`src/rtl/pva_pkg.sv`:
```
package pva_pkg;

    typedef enum logic [1:0] {
        OP_ALLOC = 2'd0,
        OP_QUERY = 2'd1,
        OP_STOP  = 2'd2,
        OP_ENDED = 2'd3
    } op_t;

    typedef enum logic {
        REG_ENABLE = 1'b0,
        REG_COUNT  = 1'b1
    } reg_idx_t;

    typedef enum logic [1:0] {
        ST_IDLE    = 2'd0,
        ST_EVAL    = 2'd1,
        ST_RESOLVE = 2'd2
    } state_t;

    typedef struct packed {
        logic capture;
        logic eval;
        logic commit;
    } pva_cmd_t;

    localparam int PRI_W   = 8;
    localparam int JOB_W   = 32;
    localparam int EVOICE_W = 4;
    localparam int COUNT_W = 5;
    localparam logic [COUNT_W-1:0] COUNT_RESET = 5'd16;

endpackage

```
`src/rtl/pva_ctrl.sv`:
```
module pva_ctrl (
    input  logic              clk,
    input  logic              rst_n,
    input  logic              in_valid,
    output logic              in_ready,
    output logic              out_valid,
    input  logic              out_ready,
    output pva_pkg::pva_cmd_t cmd
);

    pva_pkg::state_t state_reg;
    pva_pkg::state_t state_next;
    logic            out_valid_reg;
    logic            out_valid_next;

    always_ff @(posedge clk or negedge rst_n)
    begin
        if (!rst_n)
        begin
            state_reg     <= pva_pkg::ST_IDLE;
            out_valid_reg <= 1'b0;
        end
        else
        begin
            state_reg     <= state_next;
            out_valid_reg <= out_valid_next;
        end
    end

    always_comb
    begin
        state_next  = state_reg;
        cmd.capture = 1'b0;
        cmd.eval    = 1'b0;
        cmd.commit  = 1'b0;
        in_ready    = 1'b0;
        unique case (state_reg)
            pva_pkg::ST_IDLE:
            begin
                in_ready = 1'b1;
                if (in_valid)
                begin
                    cmd.capture = 1'b1;
                    state_next  = pva_pkg::ST_EVAL;
                end
            end
            pva_pkg::ST_EVAL:
            begin
                cmd.eval   = 1'b1;
                state_next = pva_pkg::ST_RESOLVE;
            end
            pva_pkg::ST_RESOLVE:
            begin
                if (!out_valid_reg || out_ready)
                begin
                    cmd.commit = 1'b1;
                    state_next = pva_pkg::ST_IDLE;
                end
            end
            default:
            begin
                state_next = pva_pkg::ST_IDLE;
            end
        endcase

        if (cmd.commit)
            out_valid_next = 1'b1;
        else if (out_ready)
            out_valid_next = 1'b0;
        else
            out_valid_next = out_valid_reg;
    end

    assign out_valid = out_valid_reg;

    a_commit_loads_word: assert property (@(posedge clk) disable iff (!rst_n)
        cmd.commit |=> out_valid_reg)
        else $error("result word not presented after commit");

    a_eval_then_resolve: assert property (@(posedge clk) disable iff (!rst_n)
        state_reg == pva_pkg::ST_EVAL |=> state_reg == pva_pkg::ST_RESOLVE)
        else $error("evaluation not followed by resolve");

endmodule

```
`src/rtl/pva_datapath.sv`:
```
module pva_datapath #(
    parameter int VOICES = 16
) (
    input  logic                          clk,
    input  logic                          rst_n,
    input  pva_pkg::pva_cmd_t             cmd,
    input  logic                          enable,
    input  logic [pva_pkg::COUNT_W-1:0]   voice_count,
    input  logic [1:0]                    op,
    input  logic [pva_pkg::PRI_W-1:0]     priority_req,
    input  logic [pva_pkg::JOB_W-1:0]     query_id,
    input  logic [pva_pkg::EVOICE_W-1:0]  ended_voice,
    output logic                          granted,
    output logic [pva_pkg::EVOICE_W-1:0]  voice,
    output logic [pva_pkg::JOB_W-1:0]     new_job_id,
    output logic                          active
);

    localparam int VIDX_W = (VOICES > 1) ? $clog2(VOICES) : 1;
    localparam int LW_RAW = $clog2(VOICES + 1);
    localparam int LW     = (LW_RAW > pva_pkg::COUNT_W) ? LW_RAW : pva_pkg::COUNT_W;
    localparam int PW     = (VIDX_W > pva_pkg::EVOICE_W) ? VIDX_W : pva_pkg::EVOICE_W;

    logic [1:0]                   op_reg;
    logic [pva_pkg::PRI_W-1:0]    pri_reg;
    logic [pva_pkg::JOB_W-1:0]    qid_reg;
    logic [pva_pkg::EVOICE_W-1:0] ended_reg;

    logic                         busy_reg  [VOICES];
    logic                         busy_next [VOICES];
    logic [pva_pkg::PRI_W-1:0]    prio_reg  [VOICES];
    logic [pva_pkg::JOB_W-1:0]    job_reg   [VOICES];

    logic [VOICES-1:0]            free_vec_reg;
    logic [VOICES-1:0]            low_vec_reg;
    logic [VOICES-1:0]            eq_vec_reg;
    logic [VOICES-1:0]            hit_vec_reg;

    logic [pva_pkg::JOB_W-1:0]    job_counter_reg;
    logic [pva_pkg::JOB_W-1:0]    job_counter_next;

    logic                         granted_reg;
    logic [pva_pkg::EVOICE_W-1:0] voice_reg;
    logic [pva_pkg::JOB_W-1:0]    job_out_reg;
    logic                         active_reg;

    logic [LW-1:0]                count_ext;
    logic [LW-1:0]                live_n;
    logic [VOICES-1:0]            lane_live;
    logic [VOICES-1:0]            sel_vec;
    logic [VIDX_W-1:0]            sel_idx;
    logic [PW-1:0]                sel_pad;
    logic                         grant;
    logic                         query_hit;
    logic                         stop_all;
    logic                         end_one;

    assign count_ext = LW'(voice_count);
    assign live_n    = (count_ext > LW'(VOICES)) ? LW'(VOICES) : count_ext;

    always_comb
    begin
        for (int i = 0; i < VOICES; i++)
            lane_live[i] = (LW'(i) < live_n);
    end

    always_ff @(posedge clk)
    begin
        if (cmd.capture)
        begin
            op_reg    <= op;
            pri_reg   <= priority_req;
            qid_reg   <= query_id;
            ended_reg <= ended_voice;
        end
        if (cmd.eval)
        begin
            for (int i = 0; i < VOICES; i++)
            begin
                free_vec_reg[i] <= lane_live[i] && !busy_reg[i];
                low_vec_reg[i]  <= lane_live[i] && (prio_reg[i] < pri_reg);
                eq_vec_reg[i]   <= lane_live[i] && (prio_reg[i] == pri_reg);
                hit_vec_reg[i]  <= lane_live[i] && busy_reg[i] && (job_reg[i] == qid_reg);
            end
        end
    end

    always_comb
    begin
        priority if (|free_vec_reg)
            sel_vec = free_vec_reg;
        else if (|low_vec_reg)
            sel_vec = low_vec_reg;
        else
            sel_vec = eq_vec_reg;

        sel_idx = '0;
        for (int i = VOICES - 1; i >= 0; i--)
        begin
            if (sel_vec[i])
                sel_idx = VIDX_W'(i);
        end
    end

    assign sel_pad   = PW'(sel_idx);
    assign grant     = (op_reg == pva_pkg::OP_ALLOC) && enable && (pri_reg != '0) && (|sel_vec);
    assign query_hit = (op_reg == pva_pkg::OP_QUERY) && enable && (|hit_vec_reg);
    assign stop_all  = (op_reg == pva_pkg::OP_STOP) && enable;
    assign end_one   = (op_reg == pva_pkg::OP_ENDED) && (LW'(ended_reg) < live_n);

    always_comb
    begin
        job_counter_next = job_counter_reg + 1'b1;
        if (job_counter_next == '0)
            job_counter_next = {{(pva_pkg::JOB_W-1){1'b0}}, 1'b1};

        for (int i = 0; i < VOICES; i++)
        begin
            busy_next[i] = busy_reg[i];
            if (stop_all && lane_live[i])
                busy_next[i] = 1'b0;
            if (end_one && (LW'(ended_reg) == LW'(i)))
                busy_next[i] = 1'b0;
            if (grant && (sel_idx == VIDX_W'(i)))
                busy_next[i] = 1'b1;
        end
    end

    always_ff @(posedge clk or negedge rst_n)
    begin
        if (!rst_n)
        begin
            for (int i = 0; i < VOICES; i++)
                busy_reg[i] <= 1'b0;
            job_counter_reg <= '0;
        end
        else if (cmd.commit)
        begin
            for (int i = 0; i < VOICES; i++)
                busy_reg[i] <= busy_next[i];
            if (grant)
                job_counter_reg <= job_counter_next;
        end
    end

    always_ff @(posedge clk)
    begin
        if (cmd.commit)
        begin
            for (int i = 0; i < VOICES; i++)
            begin
                if (grant && (sel_idx == VIDX_W'(i)))
                begin
                    prio_reg[i] <= pri_reg;
                    job_reg[i]  <= job_counter_next;
                end
            end
            granted_reg <= grant;
            voice_reg   <= grant ? sel_pad[pva_pkg::EVOICE_W-1:0] : '0;
            job_out_reg <= grant ? job_counter_next : '0;
            active_reg  <= query_hit;
        end
    end

    assign granted    = granted_reg;
    assign voice      = voice_reg;
    assign new_job_id = job_out_reg;
    assign active     = active_reg;

    a_counter_nonzero: assert property (@(posedge clk) disable iff (!rst_n)
        cmd.commit && grant |=> job_counter_reg != '0)
        else $error("job id zero handed out");

    a_counter_steady: assert property (@(posedge clk) disable iff (!rst_n)
        !(cmd.commit && grant) |=> $stable(job_counter_reg))
        else $error("job counter moved without a grant");

    a_grant_marks_busy: assert property (@(posedge clk) disable iff (!rst_n)
        cmd.commit && grant |=> busy_reg[$past(sel_idx)])
        else $error("granted voice not marked busy");

endmodule

```
`src/rtl/priority_voice_allocator_core.sv`:
```
// Voice allocator with priority stealing.
// Requests enter on the s_ stream channel; op travels in s_tuser and selects allocate,
// query, stop-all or voice-ended. Every request word yields exactly one result word on
// the m_ stream channel: granted flag, voice index, new job id and query answer.
// Allocate takes the lowest free voice, else the first of lower priority, else the first
// of equal priority, and hands out the next nonzero job id.
// The APB port holds enable (address 0) and voice_count (address 4); write them only
// while no request is in flight.
// A request passes through acceptance, an evaluation state in which every voice is compared in
// parallel against the request, and a resolve state that updates the voice table and
// loads the result register, from which the result is presented. A new request is
// accepted only once the previous one has resolved; the control sequencer sets this order.
// If the receiver stalls, the finished result waits in the output register while the
// next request is still accepted and evaluated; it then holds in resolve until the
// output register is taken.
// Reset frees all voices, clears the job counter, disables the block and sets
// voice_count to 16; no clearing pass is needed.
module priority_voice_allocator_core #(
    parameter int VOICES = 16
) (
    input  logic        clk,
    input  logic        rst_n,
    input  logic        psel,
    input  logic        penable,
    input  logic        pwrite,
    input  logic [2:0]  paddr,
    input  logic [31:0] pwdata,
    output logic [31:0] prdata,
    output logic        pready,
    input  logic        s_tvalid,
    output logic        s_tready,
    // priority_req[7:0], query_id[39:8], ended_voice[43:40], zero[47:44]
    input  logic [47:0] s_tdata,
    // op[1:0]
    input  logic [1:0]  s_tuser,
    output logic        m_tvalid,
    input  logic        m_tready,
    // granted[0], voice[4:1], new_job_id[36:5], active[37], zero[39:38]
    output logic [39:0] m_tdata
);

    logic                          enable_reg;
    logic [pva_pkg::COUNT_W-1:0]   count_reg;
    logic                          wr_en;
    pva_pkg::reg_idx_t             reg_sel;
    pva_pkg::pva_cmd_t             cmd;

    logic                          granted;
    logic [pva_pkg::EVOICE_W-1:0]  voice;
    logic [pva_pkg::JOB_W-1:0]     new_job_id;
    logic                          active;

    assign pready  = 1'b1;
    assign wr_en   = psel && penable && pwrite && pready;
    assign reg_sel = pva_pkg::reg_idx_t'(paddr[2]);

    always_ff @(posedge clk or negedge rst_n)
    begin
        if (!rst_n)
        begin
            enable_reg <= 1'b0;
            count_reg  <= pva_pkg::COUNT_RESET;
        end
        else if (wr_en)
        begin
            unique case (reg_sel)
                pva_pkg::REG_ENABLE: enable_reg <= pwdata[0];
                pva_pkg::REG_COUNT:  count_reg  <= pwdata[pva_pkg::COUNT_W-1:0];
                default: ;
            endcase
        end
    end

    always_comb
    begin
        unique case (reg_sel)
            pva_pkg::REG_ENABLE: prdata = {31'b0, enable_reg};
            pva_pkg::REG_COUNT:  prdata = {{(32-pva_pkg::COUNT_W){1'b0}}, count_reg};
            default:             prdata = '0;
        endcase
    end

    pva_ctrl u_ctrl (
        .clk       (clk),
        .rst_n     (rst_n),
        .in_valid  (s_tvalid),
        .in_ready  (s_tready),
        .out_valid (m_tvalid),
        .out_ready (m_tready),
        .cmd       (cmd)
    );

    pva_datapath #(
        .VOICES (VOICES)
    ) u_datapath (
        .clk          (clk),
        .rst_n        (rst_n),
        .cmd          (cmd),
        .enable       (enable_reg),
        .voice_count  (count_reg),
        .op           (s_tuser),
        .priority_req (s_tdata[7:0]),
        .query_id     (s_tdata[39:8]),
        .ended_voice  (s_tdata[43:40]),
        .granted      (granted),
        .voice        (voice),
        .new_job_id   (new_job_id),
        .active       (active)
    );

    assign m_tdata = {2'b00, active, new_job_id, voice, granted};

endmodule
```
`config.mk`:
```
export PLATFORM = sky130hd
export DESIGN_NAME = priority_voice_allocator_core
export DESIGN_NICKNAME = d
export VERILOG_FILES = /design/src/rtl/pva_pkg.sv /design/src/rtl/pva_ctrl.sv /design/src/rtl/pva_datapath.sv /design/src/rtl/priority_voice_allocator_core.sv
export SDC_FILE = /design/constraint.sdc
export NUM_CORES = 1
export LEC_CHECK = 0
export BUFFER_PORTS_ARGS = -buffer_cell sky130_fd_sc_hd__buf_2
export CAP_MARGIN = 20
export CORE_MARGIN = 2
export CORE_UTILIZATION = 60
export CTS_CLUSTER_SIZE = 16
export DETAILED_ROUTE_END_ITERATION = 16
export MAX_ROUTING_LAYER = met4
export PLACE_DENSITY = 0.82
export RECOVER_POWER = 25
export SYNTH_ARGS = -nofsm -noshare
export SYNTH_HDL_FRONTEND = slang
export SYNTH_SLANG_ARGS = --single-unit
```
`constraint.sdc`:
```
create_clock -name clk -period 9.8 [get_ports clk]
set_clock_uncertainty 0.2 [all_clocks]
set_input_delay 0.49 -clock clk [delete_from_list [all_inputs] [get_ports clk]]
set_output_delay 0.49 -clock clk [all_outputs]
set_load 0.03 [all_outputs]
```
==> results by group <==
Worst setup path
  • Crit-path cells: clkbuf_1 > nor4_1 > a2111oi_2 > buf_4 > and2_1 > nand2_1 > or3_1 > nor3_2 > buf_4
  • Crit-path slowest cell: clkbuf_1
  • Max stage delay on crit path: 1430 ps
  • Crit path buf inv count: 3
  • Critical Path Sink Type: flop
  • Crit-path max FO: 33
  • CP delay by family, top: buffers and inverters
  • Most used cell, CP: buf_4
  • Worst Path Arrival: 5610 ps
  • Critical Path Source Type: flop
  • Crit path kind: flop to flop
  • CP required: 9880 ps

Floorplanning
  • Cell Rows: 91
  • Die height: 254 µm
  • Die area: 0.0646 mm²
  • Chip width: 254 µm
  • Core area: 0.0618 mm²
  • I/O Pins: 167
  • Initial Utilization: 60.8%

Timing
  • Hold Vio Cnt, Final: 0
  • Slew Limit Headroom: -175%
  • Minimum clock period: 5520 ps
  • Unrepaired setup endpoints after global routing: no
  • Fmax: 181 MHz
  • Worst hold margin: 61.4 ps
  • Slew Viols, Final: 241
  • Worst-Margin Slew: 4130 ps
  • Final setup viols: 0
  • Fin crit share: 56.4%
  • Setup TNS: 0 ps

Clock tree
  • Root buf cell: clkbuf_16
  • TritonCTS clock tree: done
  • Maximum buffer depth of the clock tree: 3
  • Cts bufs inserted: 84
  • H-tree depth: 3
  • Clock Sinks: 845
  • Clk slew on worst S/H paths: 60 ps
  • Clock latency on the worst-skew pair: 650 ps
  • CTS resizes: 0

Finish
  • Synth-to-layout area growth: 13.7%
  • Final #Nets: 2998
  • Most frequent cells in the layout: edfxtp_1, xnor2_1, xor2_1
  • Fin cells: 3679
  • Share of cells above drive strength 1: 10.5%
  • Most common cell after layout, fill and taps aside: edfxtp_1
  • Final Instance Area: 0.0427 mm²
  • Max FFs per register: 512

Placed design
  • Placed inst area: 0.0396 mm²
  • Placed Instances: 3467
  • IO buf count: 103
  • Routability congestion estimate: 0.916
  • DP Wirelength: 64300 µm

Logic synthesis
  • Synth top area share: 63.0%
  • Distinct cell type count after synthesis: 72
  • Synth area leader: edfxtp_1
  • EDFF count, synth: 788
  • Register area share after synthesis: 66.8%
  • Area contributors post-synth: edfxtp_1, xnor2_1, ha_1
  • Mean Syn Cell Area: 14.7 µm²
  • Cells after Synth: 2559
  • Synth warn: 0
  • Flops & latches, synth: 845
  • Area of the mapped netlist: 0.0376 mm²
  • Dominant synthesized flop cell: edfxtp_1
  • Ys async rst share: 6.75%

GRT
  • Grt ovf: 0
  • Vias in the first global route: 23500
  • Largest net degree at the start of global routing: 66
  • Initial antenna violation count: 6
  • First-pass GRT wire length: 154000 µm
  • Total track usage: 34.9%

Worst hold path
  • Worst Hold Class: input port to flop

Run
  • Maxcap violations: 6

Power
  • Maximum vdd drop: 135 µV
  • Leak: 14.9 nW
  • PwrDens: 202 mW/mm²
  • Total power: 8.64 mW

Status
  • Failing checks: capacitance limit, slew limit
  • Status: finished with violations

Detailed routing
  • DR pass1 iterations: 5
  • Initial DRC Count: 2907
  • Detail Route Antenna Nets: 0
  • Vias per cell: 6.44
  • Total Wirelength: 109000 µm
  • Post-route DRC violation count: 0
  • Via Count: 23700
  • Routed len/inst: 29.5 µm
-- final timing paths --
path / startpoint / end / slack (ps) / cells after the start
min in group asynchronous: rst_n / u_datapath.job_counter_reg[11]$_DFFE_PN0P_ / 1560 / 3
worst max-delay path: u_datapath.pri_reg[0]$_DFFE_PP_ / u_datapath.job_reg[1][179]$_DFFE_PP_ / 4280 / 9
max in group asynchronous: rst_n / u_datapath.busy_reg[12]$_DFFE_PN0P_ / 5660 / 3
worst max register to register: u_datapath.pri_reg[0]$_DFFE_PP_ / u_datapath.job_reg[1][179]$_DFFE_PP_ / 4280 / 9
worst min-delay path: penable / enable_reg$_DFFE_PN0P_ / 60 / 5
worst min register to register: u_datapath.job_counter_reg[14]$_DFFE_PN0P_ / u_datapath.job_counter_reg[14]$_DFFE_PN0P_ / 320 / 1
-- stage by stage --
stage / utilization (%) / worst slack [ps]
CTS: 69.2 / 4420
finish: 69.1 / 4280
global route: 69.1 / 3980
detailed placement: 64.1 / 4430
global placement: 64.0 / 4570
floorplan: - / 3780
-- synth_stat cells (all sizes together) (6+ instances only) --
cell type and number:
xor2 183, nand3 42, o21ai 40, nor3 45
a31oi 9, nor4 80, buf 53, edfxtp 788
o21a 31, a2111oi 14, a211oi 13, nand2 52
ha 132, a21oi 31, o32a 6, a21o 21
and3 30, and2 15, nand4 134, or3 8
inv 52, dfrtp 56, nor2 99, clkbuf 89
nor2b 19, nand2b 28, xnor2 380, o22a 13
mux2 7, o31ai 17
-- logic make-up (layout without fill, tap and decap cells) --
kind of cell	Yosys count	in the layout	synth area share, %
AND/OR/NAND/NOR	573	573	8.39
adder cells (fa/ha/maj)	132	132	4.40
AO/OA/AOI/OAI	239	239	4.63
flip-flops	845	845	66.8
XOR/XNOR	563	563	13.1
other	2	35	0.0200
multiplexers	11	11	0.316
buffers and inverters	194	444	2.32
-- timing repair --
action | CTS | global route
hold buffers | 54 | 0
setup buffers | 0 | 0
endpoints found under the hold margin | 110 | 0
-- area by class of cell --
class / count / area [µm²]
Sequential cell: 845 / 25100
Fill cell: 3991 / 19100
Tap cell: 837 / 1050
Clock buffer: 113 / 2230
Clock inverter: 36 / 364
Inverter: 52 / 195
Antenna cell: 5 / 12.5
Multi-Input combinational cell: 1548 / 12100
Timing Repair Buffer: 243 / 1650
-- per-layer routing --
metal / vias to the layer above / wire length (µm) / track usage, %
met5: - / 0 / -
met4: 0 / 7860 / 22.6
met3: 473 / 12100 / 6.79
met2: 1654 / 51500 / 54.8
met1: 11600 / 37100 / 41.6
li1: 9947 / - / -
-- report_power, final --
| part | internal (mW) | switching (mW) | total (mW) |
|---|---|---|---|
| logic | 0.374 | 0.902 | 1.28 |
| registers | 4.14 | 0.109 | 4.25 |
| clock network | 1.76 | 1.35 | 3.11 |
-- worst register-to-register path: cells and delay by family (launching register included) --
| kind | cells | cell delay (ps) |
|---|---|---|
| buffers and inverters | 3 | 2270 |
| and+or+nand+nor | 5 | 1910 |
| DFF | 1 | 330 |
| AOI/OAI and AO/OA | 1 | 480 |
Note: power is estimated with default switching activity, not from simulation.
